## src/rtl/car_pkg.sv

```systemverilog
// shared constants, register map and types for the cusum attitude recovery switch
package car_pkg;

    localparam int ANGLE_WIDTH_DEF = 16;
    localparam int SUM_WIDTH_DEF   = 24;
    localparam int NUM_AXES        = 3;

    localparam int BIAS_W   = 16;
    localparam int LIMIT_W  = 24;
    localparam int MARGIN_W = 16;

    localparam int APB_DW = 32;
    localparam int APB_AW = 5;

    localparam logic [BIAS_W-1:0]   BIAS_RST   = '0;
    localparam logic [LIMIT_W-1:0]  LIMIT_RST  = '1;
    localparam logic [MARGIN_W-1:0] MARGIN_RST = MARGIN_W'(26);  // 0.1 in q8.8

    // register index, taken from paddr[4:2]
    typedef enum logic [2:0] {
        REG_BIAS_ROLL   = 3'd0,
        REG_BIAS_PITCH  = 3'd1,
        REG_BIAS_YAW    = 3'd2,
        REG_LIMIT_ROLL  = 3'd3,
        REG_LIMIT_PITCH = 3'd4,
        REG_LIMIT_YAW   = 3'd5,
        REG_MARGIN      = 3'd6
    } t_reg_idx;

    // per-axis status back to the flag logic
    typedef struct packed {
        logic trig;    // updated sum above limit
        logic rel_ok;  // |residual - bias| under release margin
    } t_axis_stat;

endpackage

```

## src/rtl/cusum_attitude_recovery_switch_top.sv

```systemverilog
// top level: stream ports, apb register file, input and result registers, recovery flag
//
// channel  | direction | payload                                     | handshake
// s_axis   | in        | model roll/pitch/yaw, pid roll/pitch/yaw    | tvalid/tready
// m_axis   | out       | out roll/pitch/yaw in tdata, in_recovery    | tvalid/tready
// apb      | in        | bias x3, limit x3, release margin           | psel/penable
//
// one item per cycle while the output is not stalled; an accepted input goes to the
// input register, then the three axis updates and the flag are computed into the
// result register. sums and flag move only when an item passes to the result
// register, so a stalled output holds all state. reset clears sums, flag, registers
// to their reset values and both valid bits.
module cusum_attitude_recovery_switch_top
    import car_pkg::*;
#(
    parameter int ANGLE_WIDTH = ANGLE_WIDTH_DEF,
    parameter int SUM_WIDTH   = SUM_WIDTH_DEF,
    localparam int IN_W  = ((NUM_AXES * 2 * ANGLE_WIDTH + 7) / 8) * 8,
    localparam int OUT_W = ((NUM_AXES * ANGLE_WIDTH + 7) / 8) * 8
) (
    input  logic              i_clk,
    input  logic              i_rst_n,
    input  logic              i_s_axis_tvalid,
    output logic              o_s_axis_tready,
    // model_roll, model_pitch, model_yaw, pid_roll, pid_pitch, pid_yaw, zero pad
    input  logic [IN_W-1:0]   i_s_axis_tdata,
    output logic              o_m_axis_tvalid,
    input  logic              i_m_axis_tready,
    // out_roll, out_pitch, out_yaw, zero pad
    output logic [OUT_W-1:0]  o_m_axis_tdata,
    // in_recovery
    output logic              o_m_axis_tuser,
    input  logic              psel,
    input  logic              penable,
    input  logic              pwrite,
    input  logic [APB_AW-1:0] paddr,
    input  logic [APB_DW-1:0] pwdata,
    output logic [APB_DW-1:0] prdata,
    output logic              pready
);

    localparam int AW = ANGLE_WIDTH;

    logic [BIAS_W-1:0]   r_bias  [NUM_AXES];
    logic [LIMIT_W-1:0]  r_limit [NUM_AXES];
    logic [MARGIN_W-1:0] r_margin;

    logic                r_in_valid;
    logic [IN_W-1:0]     r_in_data;
    logic [SUM_WIDTH-1:0] r_sum [NUM_AXES];
    logic                r_flag;
    logic                r_out_valid;
    logic [OUT_W-1:0]    r_out_data;
    logic                r_out_rec;

    logic [SUM_WIDTH-1:0] n_sum [NUM_AXES];
    t_axis_stat           stat  [NUM_AXES];
    logic                 n_flag;
    logic [OUT_W-1:0]     n_out_data;
    logic                 advance;
    logic                 any_trig;
    logic                 all_rel;
    logic                 cfg_wr;
    t_reg_idx             reg_idx;

    assign pready  = 1'b1;
    assign cfg_wr  = psel && penable && pwrite && pready;
    assign reg_idx = t_reg_idx'(paddr[4:2]);

    always_ff @(posedge i_clk) begin
        if (!i_rst_n) begin
            for (int k = 0; k < NUM_AXES; k++) begin
                r_bias[k]  <= BIAS_RST;
                r_limit[k] <= LIMIT_RST;
            end
            r_margin <= MARGIN_RST;
        end else if (cfg_wr) begin
            unique case (reg_idx)
                REG_BIAS_ROLL:   r_bias[0]  <= pwdata[BIAS_W-1:0];
                REG_BIAS_PITCH:  r_bias[1]  <= pwdata[BIAS_W-1:0];
                REG_BIAS_YAW:    r_bias[2]  <= pwdata[BIAS_W-1:0];
                REG_LIMIT_ROLL:  r_limit[0] <= pwdata[LIMIT_W-1:0];
                REG_LIMIT_PITCH: r_limit[1] <= pwdata[LIMIT_W-1:0];
                REG_LIMIT_YAW:   r_limit[2] <= pwdata[LIMIT_W-1:0];
                REG_MARGIN:      r_margin   <= pwdata[MARGIN_W-1:0];
                default: ;
            endcase
        end
    end

    always_comb begin
        unique case (reg_idx)
            REG_BIAS_ROLL:   prdata = APB_DW'(r_bias[0]);
            REG_BIAS_PITCH:  prdata = APB_DW'(r_bias[1]);
            REG_BIAS_YAW:    prdata = APB_DW'(r_bias[2]);
            REG_LIMIT_ROLL:  prdata = APB_DW'(r_limit[0]);
            REG_LIMIT_PITCH: prdata = APB_DW'(r_limit[1]);
            REG_LIMIT_YAW:   prdata = APB_DW'(r_limit[2]);
            REG_MARGIN:      prdata = APB_DW'(r_margin);
            default:         prdata = '0;
        endcase
    end

    // the input register empties whenever the result register is free or draining
    assign advance         = r_in_valid && (!r_out_valid || i_m_axis_tready);
    assign o_s_axis_tready = !r_in_valid || advance;

    for (genvar g = 0; g < NUM_AXES; g++) begin : g_axis
        car_axis #(
            .ANGLE_WIDTH (ANGLE_WIDTH),
            .SUM_WIDTH   (SUM_WIDTH)
        ) u_axis (
            .i_model  (r_in_data[g*AW +: AW]),
            .i_pid    (r_in_data[(g+NUM_AXES)*AW +: AW]),
            .i_sum    (r_sum[g]),
            .i_bias   (r_bias[g]),
            .i_limit  (r_limit[g]),
            .i_margin (r_margin),
            .o_sum    (n_sum[g]),
            .o_stat   (stat[g])
        );
    end

    always_comb begin
        any_trig = 1'b0;
        all_rel  = 1'b1;
        for (int k = 0; k < NUM_AXES; k++) begin
            any_trig = any_trig | stat[k].trig;
            all_rel  = all_rel & stat[k].rel_ok;
        end
        // trigger first, then release may drop the flag in the same step
        n_flag     = (r_flag || any_trig) && !all_rel;
        n_out_data = '0;
        for (int k = 0; k < NUM_AXES; k++) begin
            n_out_data[k*AW +: AW] = n_flag ? r_in_data[k*AW +: AW]
                                            : r_in_data[(k+NUM_AXES)*AW +: AW];
        end
    end

    always_ff @(posedge i_clk) begin
        if (!i_rst_n) begin
            r_in_valid  <= 1'b0;
            r_out_valid <= 1'b0;
            r_flag      <= 1'b0;
            for (int k = 0; k < NUM_AXES; k++) begin
                r_sum[k] <= '0;
            end
        end else begin
            if (o_s_axis_tready) begin
                r_in_valid <= i_s_axis_tvalid;
            end
            if (advance) begin
                r_out_valid <= 1'b1;
                r_flag      <= n_flag;
                for (int k = 0; k < NUM_AXES; k++) begin
                    r_sum[k] <= n_sum[k];
                end
            end else if (i_m_axis_tready) begin
                r_out_valid <= 1'b0;
            end
        end
    end

    always_ff @(posedge i_clk) begin
        if (o_s_axis_tready && i_s_axis_tvalid) begin
            r_in_data <= i_s_axis_tdata;
        end
        if (advance) begin
            r_out_data <= n_out_data;
            r_out_rec  <= n_flag;
        end
    end

    assign o_m_axis_tvalid = r_out_valid;
    assign o_m_axis_tdata  = r_out_data;
    assign o_m_axis_tuser  = r_out_rec;

    a_flag_matches_result: assert property (@(posedge i_clk) disable iff (!i_rst_n)
        advance |=> (o_m_axis_tuser == r_flag) && o_m_axis_tvalid)
        else $error("recovery flag and result tuser disagree");

    a_state_holds_on_stall: assert property (@(posedge i_clk) disable iff (!i_rst_n)
        !advance |=> $stable(r_flag) && $stable(r_sum[0]) && $stable(r_sum[1])
                     && $stable(r_sum[2]))
        else $error("cusum state moved without a transaction");

    a_input_kept: assert property (@(posedge i_clk) disable iff (!i_rst_n)
        (r_in_valid && !advance) |=> r_in_valid)
        else $error("pending input item dropped");

    a_flag_rise_needs_step: assert property (@(posedge i_clk) disable iff (!i_rst_n)
        $rose(r_flag) |-> $past(advance))
        else $error("recovery flag set without an item");

endmodule

```

## src/rtl/car_axis.sv

```systemverilog
// one axis: residual, saturating one-sided cusum update, trigger and release tests
module car_axis
    import car_pkg::*;
#(
    parameter int ANGLE_WIDTH = ANGLE_WIDTH_DEF,
    parameter int SUM_WIDTH   = SUM_WIDTH_DEF
) (
    input  logic [ANGLE_WIDTH-1:0] i_model,
    input  logic [ANGLE_WIDTH-1:0] i_pid,
    input  logic [SUM_WIDTH-1:0]   i_sum,
    input  logic [BIAS_W-1:0]      i_bias,
    input  logic [LIMIT_W-1:0]     i_limit,
    input  logic [MARGIN_W-1:0]    i_margin,
    output logic [SUM_WIDTH-1:0]   o_sum,
    output t_axis_stat             o_stat
);

    localparam int DW  = ANGLE_WIDTH + 1;
    localparam int M1  = (SUM_WIDTH > DW) ? SUM_WIDTH : DW;
    localparam int CW  = ((M1 > BIAS_W) ? M1 : BIAS_W) + 2;
    localparam int RW  = (SUM_WIDTH > LIMIT_W) ? SUM_WIDTH : LIMIT_W;
    localparam int RDW = ((DW > BIAS_W) ? DW : BIAS_W) + 1;

    logic [DW-1:0]  diff;
    logic [DW-1:0]  resid;
    logic [CW-1:0]  acc;
    logic [RDW-1:0] rdiff;
    logic [RDW-1:0] rmag;

    always_comb begin
        diff  = {i_model[ANGLE_WIDTH-1], i_model} - {i_pid[ANGLE_WIDTH-1], i_pid};
        resid = diff[DW-1] ? (~diff + DW'(1)) : diff;

        acc = CW'(i_sum) + CW'(resid) - CW'(i_bias);
        if (acc[CW-1]) begin
            o_sum = '0;
        end else if (acc[CW-2:SUM_WIDTH] != '0) begin
            o_sum = '1;
        end else begin
            o_sum = acc[SUM_WIDTH-1:0];
        end

        rdiff = RDW'(resid) - RDW'(i_bias);
        rmag  = rdiff[RDW-1] ? (~rdiff + RDW'(1)) : rdiff;

        o_stat.trig   = RW'(o_sum) > RW'(i_limit);
        o_stat.rel_ok = rmag < RDW'(i_margin);
    end

endmodule

```

## config.mk

```make
export PLATFORM = sky130hd
export DESIGN_NAME = cusum_attitude_recovery_switch_top
export DESIGN_NICKNAME = d
export VERILOG_FILES = /design/src/rtl/car_pkg.sv /design/src/rtl/cusum_attitude_recovery_switch_top.sv /design/src/rtl/car_axis.sv
export SDC_FILE = /design/constraint.sdc
export NUM_CORES = 1
export LEC_CHECK = 0
export BUFFER_PORTS_ARGS = -buffer_cell sky130_fd_sc_hd__buf_2
export CAP_MARGIN = 30
export CORE_UTILIZATION = 55
export DETAILED_ROUTE_END_ITERATION = 8
export GPL_TIMING_DRIVEN = 0
export PLACE_DENSITY = 0.73
export SYNTH_ARGS = -nofsm -noshare
export SYNTH_HDL_FRONTEND = slang
export SYNTH_SLANG_ARGS = --single-unit
```

## constraint.sdc

```tcl
create_clock -name i_clk -period 9 [get_ports i_clk]
set_clock_uncertainty 0.2 [all_clocks]
set_input_delay 1.8 -clock i_clk [delete_from_list [all_inputs] [get_ports i_clk]]
set_output_delay 1.8 -clock i_clk [all_outputs]
set_load 0.02 [all_outputs]
```

# After elaboration in Yosys (flattened, before gate mapping)
# Memory sizes are Yosys's and may differ from the RTL's.
# Cells that the tools add are included.
dict set report totals {
  output_inout_bits 84
  in_bits 140
  reg_bits 164
  mem_count 3
  ramBits 192
  wordCells 128
}
dict set report op_classes {
  bitwise 19
  n_eq_ne 6
  reduce_logical 14
  n_addsub 18
  n_mux 55
  magnitude_cmp 6
}
# name words word_bits read_ports rd_clocked_by_memory_dff write_ports line
set mem_list {}
lappend mem_list {r_limit 3 24 3 0 3 cusum_attitude_recovery_switch_top.sv:45} ;# logic [LIMIT_W-1:0] r_limit [NUM_AXES];
lappend mem_list {r_sum 3 24 3 0 3 cusum_attitude_recovery_switch_top.sv:50} ;# logic [SUM_WIDTH-1:0] r_sum [NUM_AXES];
lappend mem_list {r_bias 3 16 3 0 3 cusum_attitude_recovery_switch_top.sv:44} ;# logic [BIAS_W-1:0] r_bias [NUM_AXES];
# cell count
set ops {}
lappend ops {{$mux W24} 12}
lappend ops {{$pmux W24 S7} 1}
lappend ops {{$mux W16} 6}
lappend ops {{$sub A26 B16 Y26} 3}
lappend ops {{$add A24 B17 Y25} 3}
lappend ops {{$gt A24 B24 Y1} 3}
lappend ops {{$add A18 B1 Y18 const B} 3}
lappend ops {{$lt A18 B16 Y1} 3}
lappend ops {{$mux W18} 3}
lappend ops {{$not A18 Y18} 3}
lappend ops {{$sub A17 B16 Y18} 3}
lappend ops {{$add A17 B1 Y17 const B} 3}
lappend ops {{$mux W17} 3}
lappend ops {{$not A17 Y17} 3}
lappend ops {{$sub A16 B16 Y17} 3}
lappend ops {{$mux W1} 30}
lappend ops {{$or A1 B1 Y1} 11}
lappend ops {{$eq A3 B3 Y1 const B} 3}
lappend ops {{$eq A3 B2 Y1 const B} 2}
lappend ops {{$logic_and A1 B1 Y1} 5}
lappend ops {{$eq A3 B1 Y1 const B} 1}
lappend ops {{$logic_not A1 Y1} 3}
lappend ops {{$logic_not A3 Y1} 1}
lappend ops {{$logic_or A1 B1 Y1} 3}
lappend ops {{3 further kinds} 4}

# Logic depth before layout (Yosys ltp)
dict set report depth {
  depth_word 14
  depth_mapped 51
  depth_no_buf 46
}

# Cells and area by module
# Synthesis repeated with hierarchy kept, for this count alone.
dict set report unflattened {
  cells_unflattened 3076
  area_unflattened_um2 29813.6
}
# module cells_per_inst seq_area_each_um2 instances area_per_inst_um2
set modules_own_cells {}
lappend modules_own_cells {cusum_attitude_recovery_switch_top 787 10500.1 1 13641.8}
lappend modules_own_cells {{car_axis (g_axis[2].u_axis)} 771 0.0 1 5442.7}
lappend modules_own_cells {{car_axis (g_axis[0].u_axis)} 765 0.0 1 5416.4}
lappend modules_own_cells {{car_axis (g_axis[1].u_axis)} 753 0.0 1 5312.6}

# Worst setup path after synthesis
# OpenSTA, ideal clock, no wires.
dict set report synth_path {
  kind {register to register}
  start {register r_in_data[64]}
  end {register r_out_data[40], in the netlist o_m_axis_tdata[40], data pin}
  required_time_ns 8.540
  synth_period_minus_slack_ns 9.603
  path_stages_with_launch 46
  setup_time_ns 0.260
  path_buffers 4
  arrival_time_ns 9.142
  setup_slack_ns -0.603
  path_cell_list {edfxtp_1 > ha_1 > fa_1 > nor2b_1 > o31a_1 > o21a_1 > a31oi_1 > nor2b_1 > a2bb2oi_1 > clkbuf_1 > nor2_1 > a21oi_1 > inv_1 > fa_1 > nor2b_1 > o21bai_1 > a21boi_0 > o21ai_0 > (+10 left out) > nand4_1 > nor2_1 > xnor2_1 > clkbuf_1 > a21oi_1 > ha_1 > a21o_1 > a21oi_1 > o21ai_0 > a21oi_1 > o21ai_0 > o21bai_1 > a21oi_1 > nor4b_1 > o21bai_4 > buf_6 > buf_12 > mux2_4}
}
dict set report synth_via {
  elab_chain_cells 14
  elab_cells_between_ends 22
  classes_between {add/sub (6); order compare (2); mux (5); bitwise (6); reduce/logical (3)}
}
# element line
set synth_lines {}
lappend synth_lines {{start, declared} cusum_attitude_recovery_switch_top.sv:49} ;# logic [IN_W-1:0] r_in_data;
lappend synth_lines {{start signal, assigned} cusum_attitude_recovery_switch_top.sv:166} ;# r_in_data <= i_s_axis_tdata;
lappend synth_lines {{$sub A16 B16 Y17 (*)} car_axis.sv:31} ;# diff = {i_model[ANGLE_WIDTH-1], i_model} - {i_pid[ANGLE_WIDTH-1], i_pid};
lappend synth_lines {{$not A17 Y17} car_axis.sv:32} ;# resid = diff[DW-1] ? (~diff + DW'(1)) : diff;
lappend synth_lines {{$add A17 B1 Y17} car_axis.sv:32}
lappend synth_lines {{$mux W17 (*)} car_axis.sv:32}
lappend synth_lines {{$add A24 B17 Y25 (*)} car_axis.sv:34} ;# acc = CW'(i_sum) + CW'(resid) - CW'(i_bias);
lappend synth_lines {{$sub A26 B16 Y26 (*)} car_axis.sv:34}
lappend synth_lines {{$mux W24} car_axis.sv:37} ;# end else if (acc[CW-2:SUM_WIDTH] != '0) begin
lappend synth_lines {{$mux W24 (*)} car_axis.sv:35} ;# if (acc[CW-1]) begin
lappend synth_lines {{via g_axis[1].u_axis.o_sum[1]} car_axis.sv:14} ;# output logic [SUM_WIDTH-1:0] o_sum,
lappend synth_lines {{$gt A24 B24 Y1 (*)} car_axis.sv:46} ;# o_stat.trig = RW'(o_sum) > RW'(i_limit);
lappend synth_lines {{$or A1 B1 Y1 (*) (2 in series)} cusum_attitude_recovery_switch_top.sv:128} ;# any_trig = any_trig | stat[k].trig;
lappend synth_lines {{$logic_or A1 B1 Y1 (*)} cusum_attitude_recovery_switch_top.sv:132} ;# n_flag = (r_flag || any_trig) && !all_rel;
lappend synth_lines {{$logic_and A1 B1 Y1 (*)} cusum_attitude_recovery_switch_top.sv:132}
lappend synth_lines {{$mux W16 (*)} cusum_attitude_recovery_switch_top.sv:135} ;# n_out_data[k*AW +: AW] = n_flag ? r_in_data[k*AW +: AW]
lappend synth_lines {{via n_out_data[40]} cusum_attitude_recovery_switch_top.sv:59} ;# logic [OUT_W-1:0] n_out_data;
lappend synth_lines {{end signal, assigned} cusum_attitude_recovery_switch_top.sv:169} ;# r_out_data <= n_out_data;
lappend synth_lines {{end, declared} cusum_attitude_recovery_switch_top.sv:53} ;# logic [OUT_W-1:0] r_out_data;
# Mark *: on every way through the listed nets, which the timed path passes. The rest lies on a longest branch.
# A chain may end at the register's enable or synchronous reset.

# Worst setup path after layout
dict set report layout_path {
  start {register r_in_data[48]}
  end {register r_out_data[3], in the netlist o_m_axis_tdata[3], data pin}
}
dict set report layout_via {
  elab_chain_cells 14
  elab_cells_between_ends 22
  classes_between {add/sub (6); order compare (2); mux (5); bitwise (6); reduce/logical (3)}
}
# element line
set layout_lines {}
lappend layout_lines {{$sub A16 B16 Y17 (*)} car_axis.sv:31}
lappend layout_lines {{$not A17 Y17} car_axis.sv:32}
lappend layout_lines {{$add A17 B1 Y17} car_axis.sv:32}
lappend layout_lines {{$mux W17 (*)} car_axis.sv:32}
lappend layout_lines {{$add A24 B17 Y25 (*)} car_axis.sv:34}
lappend layout_lines {{$sub A26 B16 Y26 (*)} car_axis.sv:34}
lappend layout_lines {{$mux W24} car_axis.sv:37}
lappend layout_lines {{$mux W24 (*)} car_axis.sv:35}
lappend layout_lines {{via g_axis[0].u_axis.o_sum[21]} car_axis.sv:14}
lappend layout_lines {{$gt A24 B24 Y1 (*)} car_axis.sv:46}
lappend layout_lines {{$or A1 B1 Y1 (*) (2 in series)} cusum_attitude_recovery_switch_top.sv:128}
lappend layout_lines {{$logic_or A1 B1 Y1 (*)} cusum_attitude_recovery_switch_top.sv:132}
lappend layout_lines {{$logic_and A1 B1 Y1 (*)} cusum_attitude_recovery_switch_top.sv:132}
lappend layout_lines {{$mux W16 (*)} cusum_attitude_recovery_switch_top.sv:135}
lappend layout_lines {{via n_out_data[3]} cusum_attitude_recovery_switch_top.sv:59}
# Marked as above.

==> metrics <==
final setup fails 49; arrival time worst endpoint 9.61 ns; Worst Tran Pin Value 0.980 ns; Worst Hold Margin 0.327 ns; Tcrit/Tclk final 1.05; FF+latch count, synth 356; Crit path buffers/inverters 7; largest net degree at the start of global routing 65; mux cell area share after synthesis 0.0379; Pint 7.15 mW; Crit. End Element flop; synthesized instance count between 3000 and 4000; Levels on crit path 35; GRT Total Usage 0.330; drt wl/cell around 22 um; Fin. Hold Viols 0; switching part of the total power 0.470; Synth Area in Compound Gates 0.196; combinational share of power 0.708; XOR/XNOR Fraction of Synth Area 0.0699; top cell type's share of synthesized area 0.338; asr flop ratio synth 0; Seq pwr share 0.160; DR pass1 iterations 5; sequential share of the synthesized area 0.351; Most used DFF post-synth edfxtp_1; distinct cell type count after synthesis 104; most frequent cells in the layout 337 x edfxtp_1, 311 x nor2_1, 296 x ha_1; H-tree depth 2; Fill cells 4211; Tmin final 9.48 ns; Post-Synth Adder-Cell Area 0.142; post-route ant nets 0; CTS tree done; IO buf count 204; Starting Density 0.557; Synth Cell Area 0.0300 sq mm; Final nets 4059; maxcap violations 0; first-pass GRT wire length 143000 um; initial antenna violation count 2; main combinational cell family by area after synthesis compound AO/OA/AOI/OAI gates; clock tree root driver cell clkbuf_16; Ports 224; CP delay by family, top simple AND/OR/NAND/NOR gates; slowest stage delay, CP around 0.55 ns; Die X-Extent 235 um; # hold bufs at CTS 0; die area 0.0554 sq mm; share of layout cells above drive strength 1 0.206; Max Fanout on Critical Path 8; yosys warns 0; Pleak about 15 nW; HPWL Detailed 73500 um; die height 235 um; worst hold path type flop to flop; Avg Cell Area, Syn roughly 9.3 sq um; setup total negative slack -21.29 ns; clock share of power 0.132; post-layout util 0.666; Overflow after GRT 0; failing checks negative setup slack; Vias per Instance 6.17; unrepaired setup endpoints after global routing yes; vias 26639; Site Rows 85; Startpoint Class flop; initial DRC count 2667; number of buffers created by CTS 43; gpl congestion 1.06; pwr dens around 380 mW/mm^2; Routed WL ~95000 um; Layout area overhead 19.6%; Post-synth EDFFs 337; clk slew on worst S/H paths 0.06 ns; Crit Path Class flop to flop; fin worst setup slack -0.482 ns; Worst Path Required 9.13 ns; peak supply drop approximately 0.23 mV; status finished with violations; CTS Sinks 356; post-synthesis simple-gate area fraction 0.157; number of global-route vias before repair roughly 26000; NetSw 6.35 mW; Hold Path Depth 2; leading area contributor after synthesis edfxtp_1; max-slew violations 0; most common cell after layout, fill and taps aside edfxtp_1; # DRC 0; worst skew pair latency 0.60 ns; Worst slew margin 0.344; achievable clock frequency 105 MHz; CTS Buffer Depth 3; Worst path slowest cell or4_1; top area cells in the synthesized netlist edfxtp_1 34%, ha_1 13%, a21oi_1 4.4%; Reg2Reg Depth 35; total core area 0.0538 sq mm
## power groups by stage
stage	Combinational, mW	Clock [mW]	Sequential [mW]
after detailed placement	8.31	0	2.19
after global placement	8.02	0	2.19
after global routing	10.4	1.85	2.18
final	9.55	1.78	2.17
after floorplan	6.24	0	2.21
after CTS	8.98	1.79	2.16
## synthesized netlist by cell type (35+ instances only)
cell type,count
xnor2_1,135
xor2_1,104
a21oi_1,261
nor3_1,50
a21o_1,101
o21ai_0,159
inv_1,264
and2_1,46
nand4_1,35
mux2i_1,41
mux2_2,41
nand3_1,48
ha_1,321
nor2b_1,41
edfxtp_1,337
o21a_1,44
nor2_1,331
clkbuf_1,63
nand2_1,186
nand2b_1,70
## registers in the layout, summed over array words and instances (netlist names)
| name | count |
|---|---|
| r_bias | 48 |
| r_in_data | 96 |
| r_flag | 1 |
| o_m_axis_tvalid | 1 |
| o_m_axis_tdata | 48 |
| r_margin | 16 |
| o_m_axis_tuser | 1 |
| r_in_valid | 1 |
| r_limit | 72 |
| r_sum | 72 |
## per-stage QoR
step                instance area (sq um)  total power, mW  instances  setup slack (ns)
floorplan                           30100             8.45       3224           0.00983
global placement                    32000             10.2       4124             -2.26
detailed placement                  32200             10.5       4133             -2.43
CTS                                 35000             12.9       4280            -0.351
global route                        35800             14.5       4318            -0.971
finish                              35800             13.5       4319            -0.482
## cell families (layout without fill, tap and decap cells)
logic type | after synthesis | count (layout)
AND/OR/NAND/NOR | 951 | 951
AO/OA/AOI/OAI | 886 | 886
flip-flops | 356 | 356
buffers and inverters | 354 | 751
adder cells (fa/ha/maj) | 333 | 333
XOR/XNOR | 239 | 239
multiplexers | 96 | 96
other | 2 | 11
## path summary, 6_finish.rpt
path                                  from                     endpoint  slack, ns
hold / removal    r_margin[2]$_SDFFE_PN0P_     r_margin[2]$_SDFFE_PN0P_       0.33
setup reg to reg   r_in_data[48]$_DFFE_PP_  o_m_axis_tdata[3]$_DFFE_PP_      -0.48
setup / recovery   r_in_data[48]$_DFFE_PP_  o_m_axis_tdata[3]$_DFFE_PP_      -0.48
hold reg to reg   r_margin[2]$_SDFFE_PN0P_     r_margin[2]$_SDFFE_PN0P_       0.33
## tightest hold or removal path: cells and delay by family (launching register included)
kind             cells  cell delay [ns]
flip-flops           1             0.34
AO/OA/AOI/OAI        1             0.08
AND/OR/NAND/NOR      1             0.06
## area by class of cell
| type | count | area [sq um] | area share |
|---|---|---|---|
| flip-flops and latches | 356 | 10500 | 0.293 |
| well taps | 696 | 871 | 0.0243 |
| repair buffers | 325 | 2050 | 0.0572 |
| inverters | 264 | 991 | 0.0277 |
| diodes | 2 | 5.00 | 0.000140 |
| multi-input cells | 2514 | 19500 | 0.543 |
| plain buffers | 82 | 509 | 0.0142 |
| clock buffers | 52 | 1150 | 0.0321 |
| clock inverters | 28 | 278 | 0.00776 |
## timing repair
action,CTS,global route
endpoints found under the setup margin,50,50
pin swaps,72,78
cloned,0,0
hold endpoints to repair,0,0
resized for setup,185,112
setup buffers,72,43
## routing by layer
| metal | GRT usage | vias to the layer above | wire [um] |
|---|---|---|---|
| li1 | - | 12523 | - |
| met1 | 0.420 | 12779 | 37700 |
| met2 | 0.553 | 1102 | 44400 |
| met3 | 0.0454 | 233 | 7520 |
| met4 | 0.161 | 2 | 4970 |
| met5 | 0 | - | 12 |
No activity file was read; power rests on OpenSTA's default activity.
